## src/hdl/deq_pkg.sv

```systemverilog
package deq_pkg;

   // Buffer geometry
   localparam int DEPTH = 16;
   localparam int ADDR_W = $clog2(DEPTH);
   localparam int COUNT_W = $clog2(DEPTH + 1);
   localparam int WORD_W = 32;

   // Operation codes
   localparam logic [1:0] OP_PUSH_FRONT = 2'd0;
   localparam logic [1:0] OP_PUSH_BACK = 2'd1;
   localparam logic [1:0] OP_POP_FRONT = 2'd2;
   localparam logic [1:0] OP_POP_BACK = 2'd3;

   // Status codes
   localparam logic [1:0] ST_OK = 2'd0;
   localparam logic [1:0] ST_EMPTY = 2'd1;
   localparam logic [1:0] ST_FULL = 2'd2;

   // Word returned when nothing is removed
   localparam logic signed [WORD_W-1:0] NONE_VALUE = '1;

   typedef struct packed {
      logic [1:0] operation;
      logic signed [WORD_W-1:0] push_value;
   } req_type;

   typedef struct packed {
      logic signed [WORD_W-1:0] pop_value;
      logic [1:0] status;
   } rsp_type;

   // Controller to datapath
   typedef struct packed {
      logic take_req;
      logic load_rsp;
   } cmd_type;

   // Datapath to controller
   typedef struct packed {
      logic out_free;
   } stat_type;

endpackage

```

## src/hdl/deq_ctrl.sv

```systemverilog
module deq_ctrl (
   input  logic clock,
   input  logic reset,
   input  logic req_valid,
   output logic req_ready,
   input  deq_pkg::stat_type stat,
   output deq_pkg::cmd_type cmd
);

   localparam logic ST_IDLE = 1'b0;
   localparam logic ST_RESULT = 1'b1;

   logic state_ff;
   logic state_in;

   // Take a request in idle, finish it once the output register can take the result
   always_comb begin
      state_in = state_ff;
      cmd.take_req = 1'b0;
      cmd.load_rsp = 1'b0;
      unique case (state_ff)
         ST_IDLE: begin
            cmd.take_req = req_valid;
            if (req_valid) begin
               state_in = ST_RESULT;
            end
         end
         ST_RESULT: begin
            cmd.load_rsp = stat.out_free;
            if (stat.out_free) begin
               state_in = ST_IDLE;
            end
         end
         default: state_in = ST_IDLE;
      endcase
   end

   assign req_ready = (state_ff == ST_IDLE);

   always_ff @(posedge clock) begin
      if (reset) begin
         state_ff <= ST_IDLE;
      end else begin
         state_ff <= state_in;
      end
   end

endmodule

```

## src/hdl/deq_datapath.sv

```systemverilog
module deq_datapath (
   input  logic clock,
   input  logic reset,
   input  deq_pkg::req_type req_payload,
   input  deq_pkg::cmd_type cmd,
   output deq_pkg::stat_type stat,
   output logic rsp_valid,
   input  logic rsp_ready,
   output deq_pkg::rsp_type rsp_payload
);

   logic [deq_pkg::ADDR_W-1:0] front_ff, front_in;
   logic [deq_pkg::ADDR_W-1:0] back_ff, back_in;
   logic [deq_pkg::COUNT_W-1:0] count_ff, count_in;
   logic signed [deq_pkg::WORD_W-1:0] mem [deq_pkg::DEPTH];
   logic signed [deq_pkg::WORD_W-1:0] rd_data_ff;
   logic pend_pop_ff, pend_pop_in;
   logic [1:0] pend_status_ff, pend_status_in;
   deq_pkg::rsp_type rsp_ff, rsp_in;
   logic rsp_valid_ff, rsp_valid_in;

   logic full, empty;
   logic [deq_pkg::ADDR_W-1:0] front_inc, front_dec, back_inc, back_dec;
   logic wr_en, rd_en;
   logic [deq_pkg::ADDR_W-1:0] wr_addr, rd_addr;

   assign full = (count_ff == deq_pkg::COUNT_W'(deq_pkg::DEPTH));
   assign empty = (count_ff == '0);

   // Wrapping pointer neighbors
   assign front_inc = (front_ff == deq_pkg::ADDR_W'(deq_pkg::DEPTH - 1)) ? '0
                      : front_ff + 1'b1;
   assign front_dec = (front_ff == '0) ? deq_pkg::ADDR_W'(deq_pkg::DEPTH - 1)
                      : front_ff - 1'b1;
   assign back_inc = (back_ff == deq_pkg::ADDR_W'(deq_pkg::DEPTH - 1)) ? '0
                     : back_ff + 1'b1;
   assign back_dec = (back_ff == '0) ? deq_pkg::ADDR_W'(deq_pkg::DEPTH - 1)
                     : back_ff - 1'b1;

   // Decode the request: pointer moves, memory access, pending status
   always_comb begin
      front_in = front_ff;
      back_in = back_ff;
      count_in = count_ff;
      wr_en = 1'b0;
      rd_en = 1'b0;
      wr_addr = front_dec;
      rd_addr = front_ff;
      pend_pop_in = pend_pop_ff;
      pend_status_in = pend_status_ff;
      if (cmd.take_req) begin
         pend_pop_in = 1'b0;
         pend_status_in = deq_pkg::ST_OK;
         unique case (req_payload.operation)
            deq_pkg::OP_PUSH_FRONT: begin
               if (full) begin
                  pend_status_in = deq_pkg::ST_FULL;
               end else begin
                  front_in = front_dec;
                  wr_en = 1'b1;
                  wr_addr = front_dec;
                  count_in = count_ff + 1'b1;
               end
            end
            deq_pkg::OP_PUSH_BACK: begin
               if (full) begin
                  pend_status_in = deq_pkg::ST_FULL;
               end else begin
                  back_in = back_inc;
                  wr_en = 1'b1;
                  wr_addr = back_ff;
                  count_in = count_ff + 1'b1;
               end
            end
            deq_pkg::OP_POP_FRONT: begin
               if (empty) begin
                  pend_status_in = deq_pkg::ST_EMPTY;
               end else begin
                  front_in = front_inc;
                  rd_en = 1'b1;
                  rd_addr = front_ff;
                  pend_pop_in = 1'b1;
                  count_in = count_ff - 1'b1;
               end
            end
            deq_pkg::OP_POP_BACK: begin
               if (empty) begin
                  pend_status_in = deq_pkg::ST_EMPTY;
               end else begin
                  back_in = back_dec;
                  rd_en = 1'b1;
                  rd_addr = back_dec;
                  pend_pop_in = 1'b1;
                  count_in = count_ff - 1'b1;
               end
            end
            default: pend_status_in = deq_pkg::ST_OK;
         endcase
      end
   end

   // Entry memory, registered read
   always_ff @(posedge clock) begin
      if (wr_en) begin
         mem[wr_addr] <= req_payload.push_value;
      end
      if (rd_en) begin
         rd_data_ff <= mem[rd_addr];
      end
   end

   // Output register
   assign stat.out_free = !rsp_valid_ff || rsp_ready;

   always_comb begin
      rsp_in = rsp_ff;
      rsp_valid_in = rsp_valid_ff && !rsp_ready;
      if (cmd.load_rsp) begin
         rsp_in.pop_value = pend_pop_ff ? rd_data_ff : deq_pkg::NONE_VALUE;
         rsp_in.status = pend_status_ff;
         rsp_valid_in = 1'b1;
      end
   end

   always_ff @(posedge clock) begin
      pend_pop_ff <= pend_pop_in;
      pend_status_ff <= pend_status_in;
      rsp_ff <= rsp_in;
      if (reset) begin
         front_ff <= '0;
         back_ff <= '0;
         count_ff <= '0;
         rsp_valid_ff <= 1'b0;
      end else begin
         front_ff <= front_in;
         back_ff <= back_in;
         count_ff <= count_in;
         rsp_valid_ff <= rsp_valid_in;
      end
   end

   assign rsp_valid = rsp_valid_ff;
   assign rsp_payload = rsp_ff;

endmodule

```

## src/hdl/double_ended_queue_unit.sv

```systemverilog
// Double-ended queue of signed 32-bit words in a 16-entry circular buffer.
// Request channel (req_valid/req_ready/req_payload): one operation per
// request, push front, push back, pop front or pop back; push_value is used
// by pushes only.
// Response channel (rsp_valid/rsp_ready/rsp_payload): exactly one response
// per request, in order. pop_value carries the removed word of a pop and
// all ones otherwise; status is ok, empty (pop with nothing stored) or
// full (push dropped).
// After a request is accepted, the result state loads its response into the
// output register once that register is free. No new request is taken until
// this load, which follows the registered read of the entry memory, is done.
// A new request is accepted while an earlier response still waits in the
// output register; if the receiver keeps stalling, the next result holds
// in the datapath and req_ready stays low until the output register frees.
// Reset empties the queue (pointers and count to zero) and drops any
// pending response; the entry memory is not cleared.
module double_ended_queue_unit (
   input  logic clock,
   input  logic reset,
   input  logic req_valid,
   output logic req_ready,
   input  deq_pkg::req_type req_payload,
   output logic rsp_valid,
   input  logic rsp_ready,
   output deq_pkg::rsp_type rsp_payload
);

   deq_pkg::cmd_type cmd;
   deq_pkg::stat_type stat;

   deq_ctrl u_ctrl (
      .clock(clock),
      .reset(reset),
      .req_valid(req_valid),
      .req_ready(req_ready),
      .stat(stat),
      .cmd(cmd)
   );

   deq_datapath u_datapath (
      .clock(clock),
      .reset(reset),
      .req_payload(req_payload),
      .cmd(cmd),
      .stat(stat),
      .rsp_valid(rsp_valid),
      .rsp_ready(rsp_ready),
      .rsp_payload(rsp_payload)
   );

   // An accepted request blocks the next one in the following cycle
   assert property (@(posedge clock) disable iff (reset)
      (req_valid && req_ready) |=> !req_ready)
      else $error("request accepted back to back");

   // A result is loaded only when the output register is free
   assert property (@(posedge clock) disable iff (reset)
      cmd.load_rsp |-> stat.out_free)
      else $error("result loaded over a waiting response");

   // Non-ok responses carry no word
   assert property (@(posedge clock) disable iff (reset)
      (rsp_valid && (rsp_payload.status != deq_pkg::ST_OK))
         |-> (rsp_payload.pop_value == deq_pkg::NONE_VALUE))
      else $error("failed operation returned a word");

   // Status code is never the unused encoding
   assert property (@(posedge clock) disable iff (reset)
      rsp_valid |-> (rsp_payload.status != 2'd3))
      else $error("invalid status code");

endmodule
```

## config.mk

```make
export PLATFORM = sky130hd
export DESIGN_NAME = double_ended_queue_unit
export DESIGN_NICKNAME = d
export VERILOG_FILES = /design/src/hdl/deq_pkg.sv /design/src/hdl/deq_ctrl.sv /design/src/hdl/deq_datapath.sv /design/src/hdl/double_ended_queue_unit.sv
export SDC_FILE = /design/constraint.sdc
export NUM_CORES = 1
export LEC_CHECK = 0
export BUFFER_PORTS_ARGS = -buffer_cell sky130_fd_sc_hd__buf_2
export CAP_MARGIN = 40
export CORE_MARGIN = 10
export CORE_UTILIZATION = 50
export DETAILED_ROUTE_END_ITERATION = 7
export PLACE_DENSITY = 0.77
export REMOVE_ABC_BUFFERS = 1
export SYNTH_ARGS = -nofsm -noshare
export SYNTH_HDL_FRONTEND = slang
export SYNTH_SLANG_ARGS = --single-unit
```

## constraint.sdc

```tcl
create_clock -name clock -period 3.93 [get_ports clock]
set_input_delay 0 -clock clock [delete_from_list [all_inputs] [get_ports clock]]
set_output_delay 0 -clock clock [all_outputs]
set_load 0.05 [all_outputs]
```

==> Yosys cells after proc, flatten, opt, wreduce, memory -nomap -nowiden <==
Memory sizes are Yosys's and may differ from the RTL's. A register that Yosys moved wholly into a read port is not among the register bits.
Cells that the tools add are included.
W data, S select, Z words.
{ "totals": {"elab_cells": 80, "rom_bits": 0, "mem_count": 1, "latch_bits": 0, "out_inout_bits": 36, "reg_bits": 52, "inputBits": 38, "mem_bits_rw": 512} }
{ "op_classes": {"shifts": 0, "magnitude_cmp": 0, "n_mul": 0, "div_mod_pow": 0, "eq_ne": 12, "bitwise": 1, "n_mux": 36, "reduce_logical": 15, "add_sub_neg": 6} }
{ "mem_list": {"columns": ["name", "depth", "word_bits", "rd", "rd_clocked_by_memory_dff", "write_ports", "line_no", "text"], "rows": [
  ["u_datapath.mem", 16, 32, 1, 1, 1, "deq_datapath.sv:15", "logic signed [deq_pkg::WORD_W-1:0] mem [deq_pkg::DEPTH];"]
]} }
{ "op_table": {"columns": ["cell", "n"], "rows": [
  ["$mux W4", 14],
  ["$pmux W4 S2", 2],
  ["$mux W1", 14],
  ["$ne A2 B2 Y1 const B", 6],
  ["$mux W5", 2],
  ["$pmux W5 S2", 1],
  ["$add A4 B1 Y4 const B", 2],
  ["$eq A4 B4 Y1 const B", 2],
  ["$logic_not A4 Y1", 2],
  ["$reduce_and A4 Y1", 2],
  ["$sub A4 B1 Y4 const B", 2],
  ["$add A5 B1 Y5 const B", 1],
  ["$eq A5 B5 Y1 const B", 1],
  ["$logic_not A5 Y1", 1],
  ["$sub A5 B1 Y5 const B", 1],
  ["$eq A2 B2 Y1 const B", 2],
  ["$pmux W2 S2", 1],
  ["$reduce_bool A2 Y1", 2],
  ["$reduce_or A2 Y1", 2],
  ["$reduce_and A3 Y1", 1],
  ["$eq A2 B1 Y1 const B", 1],
  ["$logic_not A1 Y1", 2],
  ["$logic_not A2 Y1", 1],
  ["$mux W2", 1],
  ["other kinds (4)", 4]
]} }

==> Longest topological paths before layout <==
{ "depth": {"ltp_word": 6, "ltp_mapped": 13, "depth_no_buf": 8} }

==> Hierarchy <==
A second synthesis with hierarchy kept.
{ "hier_totals": {"hier_cells": 1606, "hier_area_um2": 23835.4} }
{ "by_module_without_submodules": {"columns": ["mod", "n_inst", "seq_area_each_um2", "area_per_inst_um2", "cells_each"], "rows": [
  ["deq_datapath", 1, 17727.0, 23782.8, 1600],
  ["deq_ctrl", 1, 20.0, 52.6, 6]
]} }

==> Worst setup path after synthesis <==
Ideal clock, no wire load.
{ "synth_path": {"path_kind": "register -> register", "startpoint": "reg u_datapath.front_ff[1] in the netlist's numbering", "endpoint": "mem u_datapath.mem[15][0] in the netlist's numbering (enable)", "path_stages_with_launch": 12, "period_less_slack_ps": 3809, "setup_slack_ps": 121, "arrival_ps": 3388, "required_ps": 3509, "n_path_buf": 3, "setup_time_ps": 421, "path_cell_list": "dfxtp_1 > clkbuf_1 > clkinv_1 > clkbuf_1 > clkbuf_1 > ha_1 > nand2b_1 > o211ai_1 > o21ai_0 > nor2b_1 > nand2_1 > nor2_1"} }
{ "synth_between": {"elab_chain_cells": 5, "elab_cells_between_ends": 6} }
{ "synth_rtl": {"columns": ["element", "line_no", "text"], "rows": [
  ["start: declaration", "deq_datapath.sv:12", "logic [deq_pkg::ADDR_W-1:0] front_ff, front_in;"],
  ["start signal: assignment", "deq_datapath.sv:135", "front_ff <= front_in;"],
  ["$sub A4 B1 Y4 / $logic_not A4 Y1 (equally long branches)", "deq_datapath.sv:34, deq_datapath.sv:33", null],
  ["$mux W4 *", "deq_datapath.sv:33", "assign front_dec = (front_ff == '0) ? deq_pkg::ADDR_W'(deq_pkg::DEPTH - 1)"],
  ["$mux W4", "deq_datapath.sv:66", "if (full) begin"],
  ["$mux W4", null, null],
  ["$mux W4 *", "deq_datapath.sv:51", "if (cmd.take_req) begin"],
  ["end: declaration", "deq_datapath.sv:15", null]
]} }
Mark *: on every way between the ends. The rest lies on a longest branch, timed or not.

==> Final worst setup path <==
{ "layout_path": {"startpoint": "reg u_datapath.back_ff[0] in the netlist's numbering", "endpoint": "reg u_datapath.rd_data_ff[8] in the netlist's numbering (read register of u_datapath.mem) (data pin)"} }
{ "layout_between": {"elab_chain_cells": 5, "elab_cells_between_ends": 6} }
{ "layout_rtl": {"columns": ["element", "line_no", "text"], "rows": [
  ["start: declaration", "deq_datapath.sv:13", "logic [deq_pkg::ADDR_W-1:0] back_ff, back_in;"],
  ["start signal: assignment", "deq_datapath.sv:136", "back_ff <= back_in;"],
  ["$sub A4 B1 Y4 / $logic_not A4 Y1 (equally long branches)", "deq_datapath.sv:38, deq_datapath.sv:37", null],
  ["$mux W4 *", "deq_datapath.sv:37", "assign back_dec = (back_ff == '0) ? deq_pkg::ADDR_W'(deq_pkg::DEPTH - 1)"],
  ["$mux W4 *", "deq_datapath.sv:87", "if (empty) begin"],
  ["$mux W4 *", null, null],
  ["$mux W4 *", "deq_datapath.sv:51", null],
  ["end: declaration", "deq_datapath.sv:16", "logic signed [deq_pkg::WORD_W-1:0] rd_data_ff;"]
]} }
Marked as above.
A chain may end at the register's enable or synchronous reset.

==> impl_metrics.json <==
{
  "route.detailed.drc": 0,
  "yosysSeqAreaShare_pct": 73.14,
  "holdWs_ps": 304.2,
  "power_frac_seq_pct": 51.4,
  "p_sw_mw": 3.556,
  "clockBufferDepth": 3,
  "first_iter_violations": 1654,
  "grt_pass1_wl_mm": 88.15,
  "dp_cells": 2118,
  "slew_headroom_pct": 28.51,
  "cts.sinks": 596,
  "synthArstFlopShare_pct": 0,
  "io_pins": 74,
  "post-route-period-util_pct": 89.20,
  "synth_mux_area_share_pct": 6.662,
  "grt_setup_unrepaired": "no",
  "worst_slew_pin_slew_ps": 1072,
  "dp_hpwl_mm": 31.69,
  "antenna_found_initial": 2,
  "p_comb_share_pct": 13.7,
  "leakagePower_nw": 9.253,
  "postRouteAntennaNets": 0,
  "track_usage_pct": 19.95,
  "synth_edf_count": 581,
  "cts_buffers": 55,
  "htree_num_levels": 2,
  "final_hold_viol_count": 0,
  "ir_drop_mv": 0.3197,
  "initial_utilization_pct": 50.71,
  "yosys.area.top_type": "edfxtp_1",
  "grt_pass1_vias": 14380,
  "cts_root_buf": "clkbuf_16",
  "drv_cap": 0,
  "post_cts_buffers": 0,
  "cts.clk_slew.worst_paths_ps": 60,
  "p_int_mw": 10.64,
  "period_minus_slack_ps": 3505,
  "post_synth_fa_ha_maj_area_fraction_pct": 0.4435,
  "synth_top_family_by_area": "compound AO/OA/AOI/OAI gates",
  "nNetsFinal": 1645,
  "routed_via_density": 6.414,
  "power_density_nw_per_um2": 510.5,
  "netlist_top_cells_area": "edfxtp_1 (72%), o211ai_1 (5.8%), mux2i_1 (3.1%)",
  "rows": 80,
  "synth_cell_types": 56,
  "required_ps": 4270,
  "vias": 14480,
  "clk_latency_ps": 610,
  "grt_max_degree": 97,
  "multi_input_area_sq_um": 6170,
  "max_freq_mhz": 285.3,
  "synth_simple_gate_area_share_pct": 3.419,
  "hp-class": "input port to register",
  "drt_first_pass_iters": 6,
  "crit_path_end_kind": "register",
  "status": "complete, no violations",
  "die_w_um": 240.3,
  "avgSynthCellArea_sq_um": 16.21,
  "antenna_cells": 0,
  "tritoncts": "built",
  "p_sw_share_pct": 25.05,
  "arrival_ps": 3850,
  "path_max_fanout": 30,
  "drive_above_1_share_pct": 17.36,
  "ys.flop_type": "edfxtp_1",
  "gp_congestion": 0.7973,
  "worst_slack_ps": 424.6,
  "power_frac_clock_pct": 34.8,
  "yosys_warnings": 0,
  "clock_skew_ps": 14.42,
  "syn-cell-area_sq_um": 24260,
  "numPortBuffers": 73,
  "synth-compound-area-share_pct": 13.69,
  "synth_top_cell_area_share_pct": 71.90,
  "die_y_um": 240.3,
  "drv_slew": 0,
  "synthXorXnorAreaFrac_pct": 0.3971,
  "start_kind": "register",
  "wl_mm": 57.98,
  "setup_viol": 0,
  "instances_no_fill": 2257,
  "grt-ovfl-total": 0,
  "core_sq_um": 47850,
  "syn_inst": 1497,
  "syn_to_final_growth_pct": 14.60,
  "die_area_sq_um": 57740,
  "ys_ff_latch": 596,
  "wire_per_inst_um": 25.69,
  "nFillCells": 3536,
  "pre_cts_ws_ps": 526.2,
  "critPathKind": "register to register",
  "seq_area_sq_um": 17750
}
[through the flow]
step | TNS, ps | area (sq um) | power (mW) | util, %
after global placement | 0 | 25660 | 9.248 | 53.64
final | 0 | 27810 | 14.20 | 58.12
after global routing | 0 | 27810 | 14.68 | 58.12
after CTS | 0 | 27780 | 14.26 | 58.06
after floorplan | -1955950 | 23770 | 8.736 | -
after detailed placement | 0 | 25750 | 9.335 | 53.82
[flip-flops by register name (all words and copies together) (netlist names)]
signal / flops
u_datapath.count_ff: 5
u_datapath.rd_data_ff: 32
u_datapath.rsp_payload: 34
u_datapath.mem: 512
u_datapath.pend_status_ff: 2
u_datapath.front_ff: 4
u_datapath.rsp_valid: 1
u_datapath.back_ff: 4
u_ctrl.state_ff: 1
u_datapath.pend_pop_ff: 1
[cell usage after synthesis, types with 3 or more instances]
| cell | number |
|---|---|
| a21oi_1 | 68 |
| o31ai_1 | 3 |
| edfxtp_1 | 581 |
| o211ai_1 | 189 |
| o31a_1 | 3 |
| mux4_2 | 21 |
| mux2i_1 | 76 |
| nand2_1 | 60 |
| a211oi_1 | 68 |
| dfxtp_1 | 15 |
| o21ai_0 | 9 |
| a211o_1 | 21 |
| xor2_1 | 4 |
| mux2_1 | 7 |
| inv_1 | 12 |
| a31oi_1 | 4 |
| nand3_1 | 3 |
| or4_1 | 10 |
| clkbuf_1 | 93 |
| ha_1 | 7 |
| a2111o_1 | 33 |
| and2_1 | 4 |
| buf_2 | 16 |
| nor2_1 | 32 |
| nor3_1 | 5 |
| nand2b_1 | 41 |
| o22ai_1 | 31 |
| buf_1 | 15 |
| a21o_1 | 3 |
| xnor2_1 | 7 |
| mux2_2 | 27 |
[routing by layer]
layer / global-route usage, % / part of all wire, % / vias up
met4: 7.266 / 2.9 / 4
met1: 26.24 / 40 / 7293
met2: 32.23 / 48 / 750
li1: - / - / 6309
met5: 0 / 0.045 / -
met3: 4.225 / 8.9 / 121
[cell usage in the layout (no fill, tap or decap), types with 16 or more instances in the layout]
| cell type | count |
|---|---|
| buf_2 | 75 |
| mux4_2 | 21 |
| nand2_1 | 60 |
| buf_4 | 40 |
| dlygate4sd3_1 | 38 |
| mux2i_1 | 74 |
| nor2_1 | 16 |
| nor2_4 | 16 |
| a211oi_1 | 68 |
| mux2_2 | 27 |
| o211ai_1 | 189 |
| clkinv_1 | 16 |
| a211o_1 | 21 |
| a2111o_1 | 33 |
| nand2b_1 | 41 |
| a21oi_1 | 67 |
| clkbuf_16 | 57 |
| edfxtp_1 | 581 |
| o22ai_1 | 31 |
[final cells by class]
cell class              instances  share of cell area, %
clock inverters                32                 0.6569
flip-flops and latches        596                  63.83
clock buffers                  68                  5.278
repair buffers                170                  5.102
inverters                      13                 0.1755
well taps                     615                  2.767
multi-input cells             763                  22.19
[timing repair]
item,in CTS,in global routing
gates resized for setup,0,0
hold buffers,38,0
hold endpoints to repair,541,0
[critical path, cell delays in order (launching register included)]
cell      delay, ps
dfxtp_1         400
inv_1           160
ha_1            360
nand2b_1        100
o21ai_0         540
mux2_2          550
buf_12          280
a211oi_1         80
a2111o_1        340
or4_1           400
[path summary, 6_finish.rpt]
check / start / endpoint / slack [ps] / cells past startpoint
min: rsp_ready / u_datapath.rsp_valid / 300 / 5
max reg2reg: u_datapath.back_ff[0] / u_datapath.rd_data_ff[8] / 420 / 9
max: u_datapath.back_ff[0] / u_datapath.rd_data_ff[8] / 420 / 9
min reg2reg: u_datapath.pend_status_ff[0] / u_datapath.rsp_payload[0] / 440 / 0
[power groups by stage]
stage                     clock (mW)  combinational (mW)  sequential [mW]
final                           4.94                1.95             7.30
after global routing            5.28                2.09             7.31
after CTS                       5.01                1.94             7.30
after detailed placement           0                1.90             7.43
after global placement             0                1.81             7.44
after floorplan                    0                1.21             7.52
[cells by family after synthesis]
logic type                 Yosys count
AOI/OAI and AO/OA                  448
xor gates and xnor gates            11
adders and majority gates            8
buffers and inverters              138
DFF                                596
muxes                              131
and+or+nand+nor                    165
(Power assumes the default switching activity.)
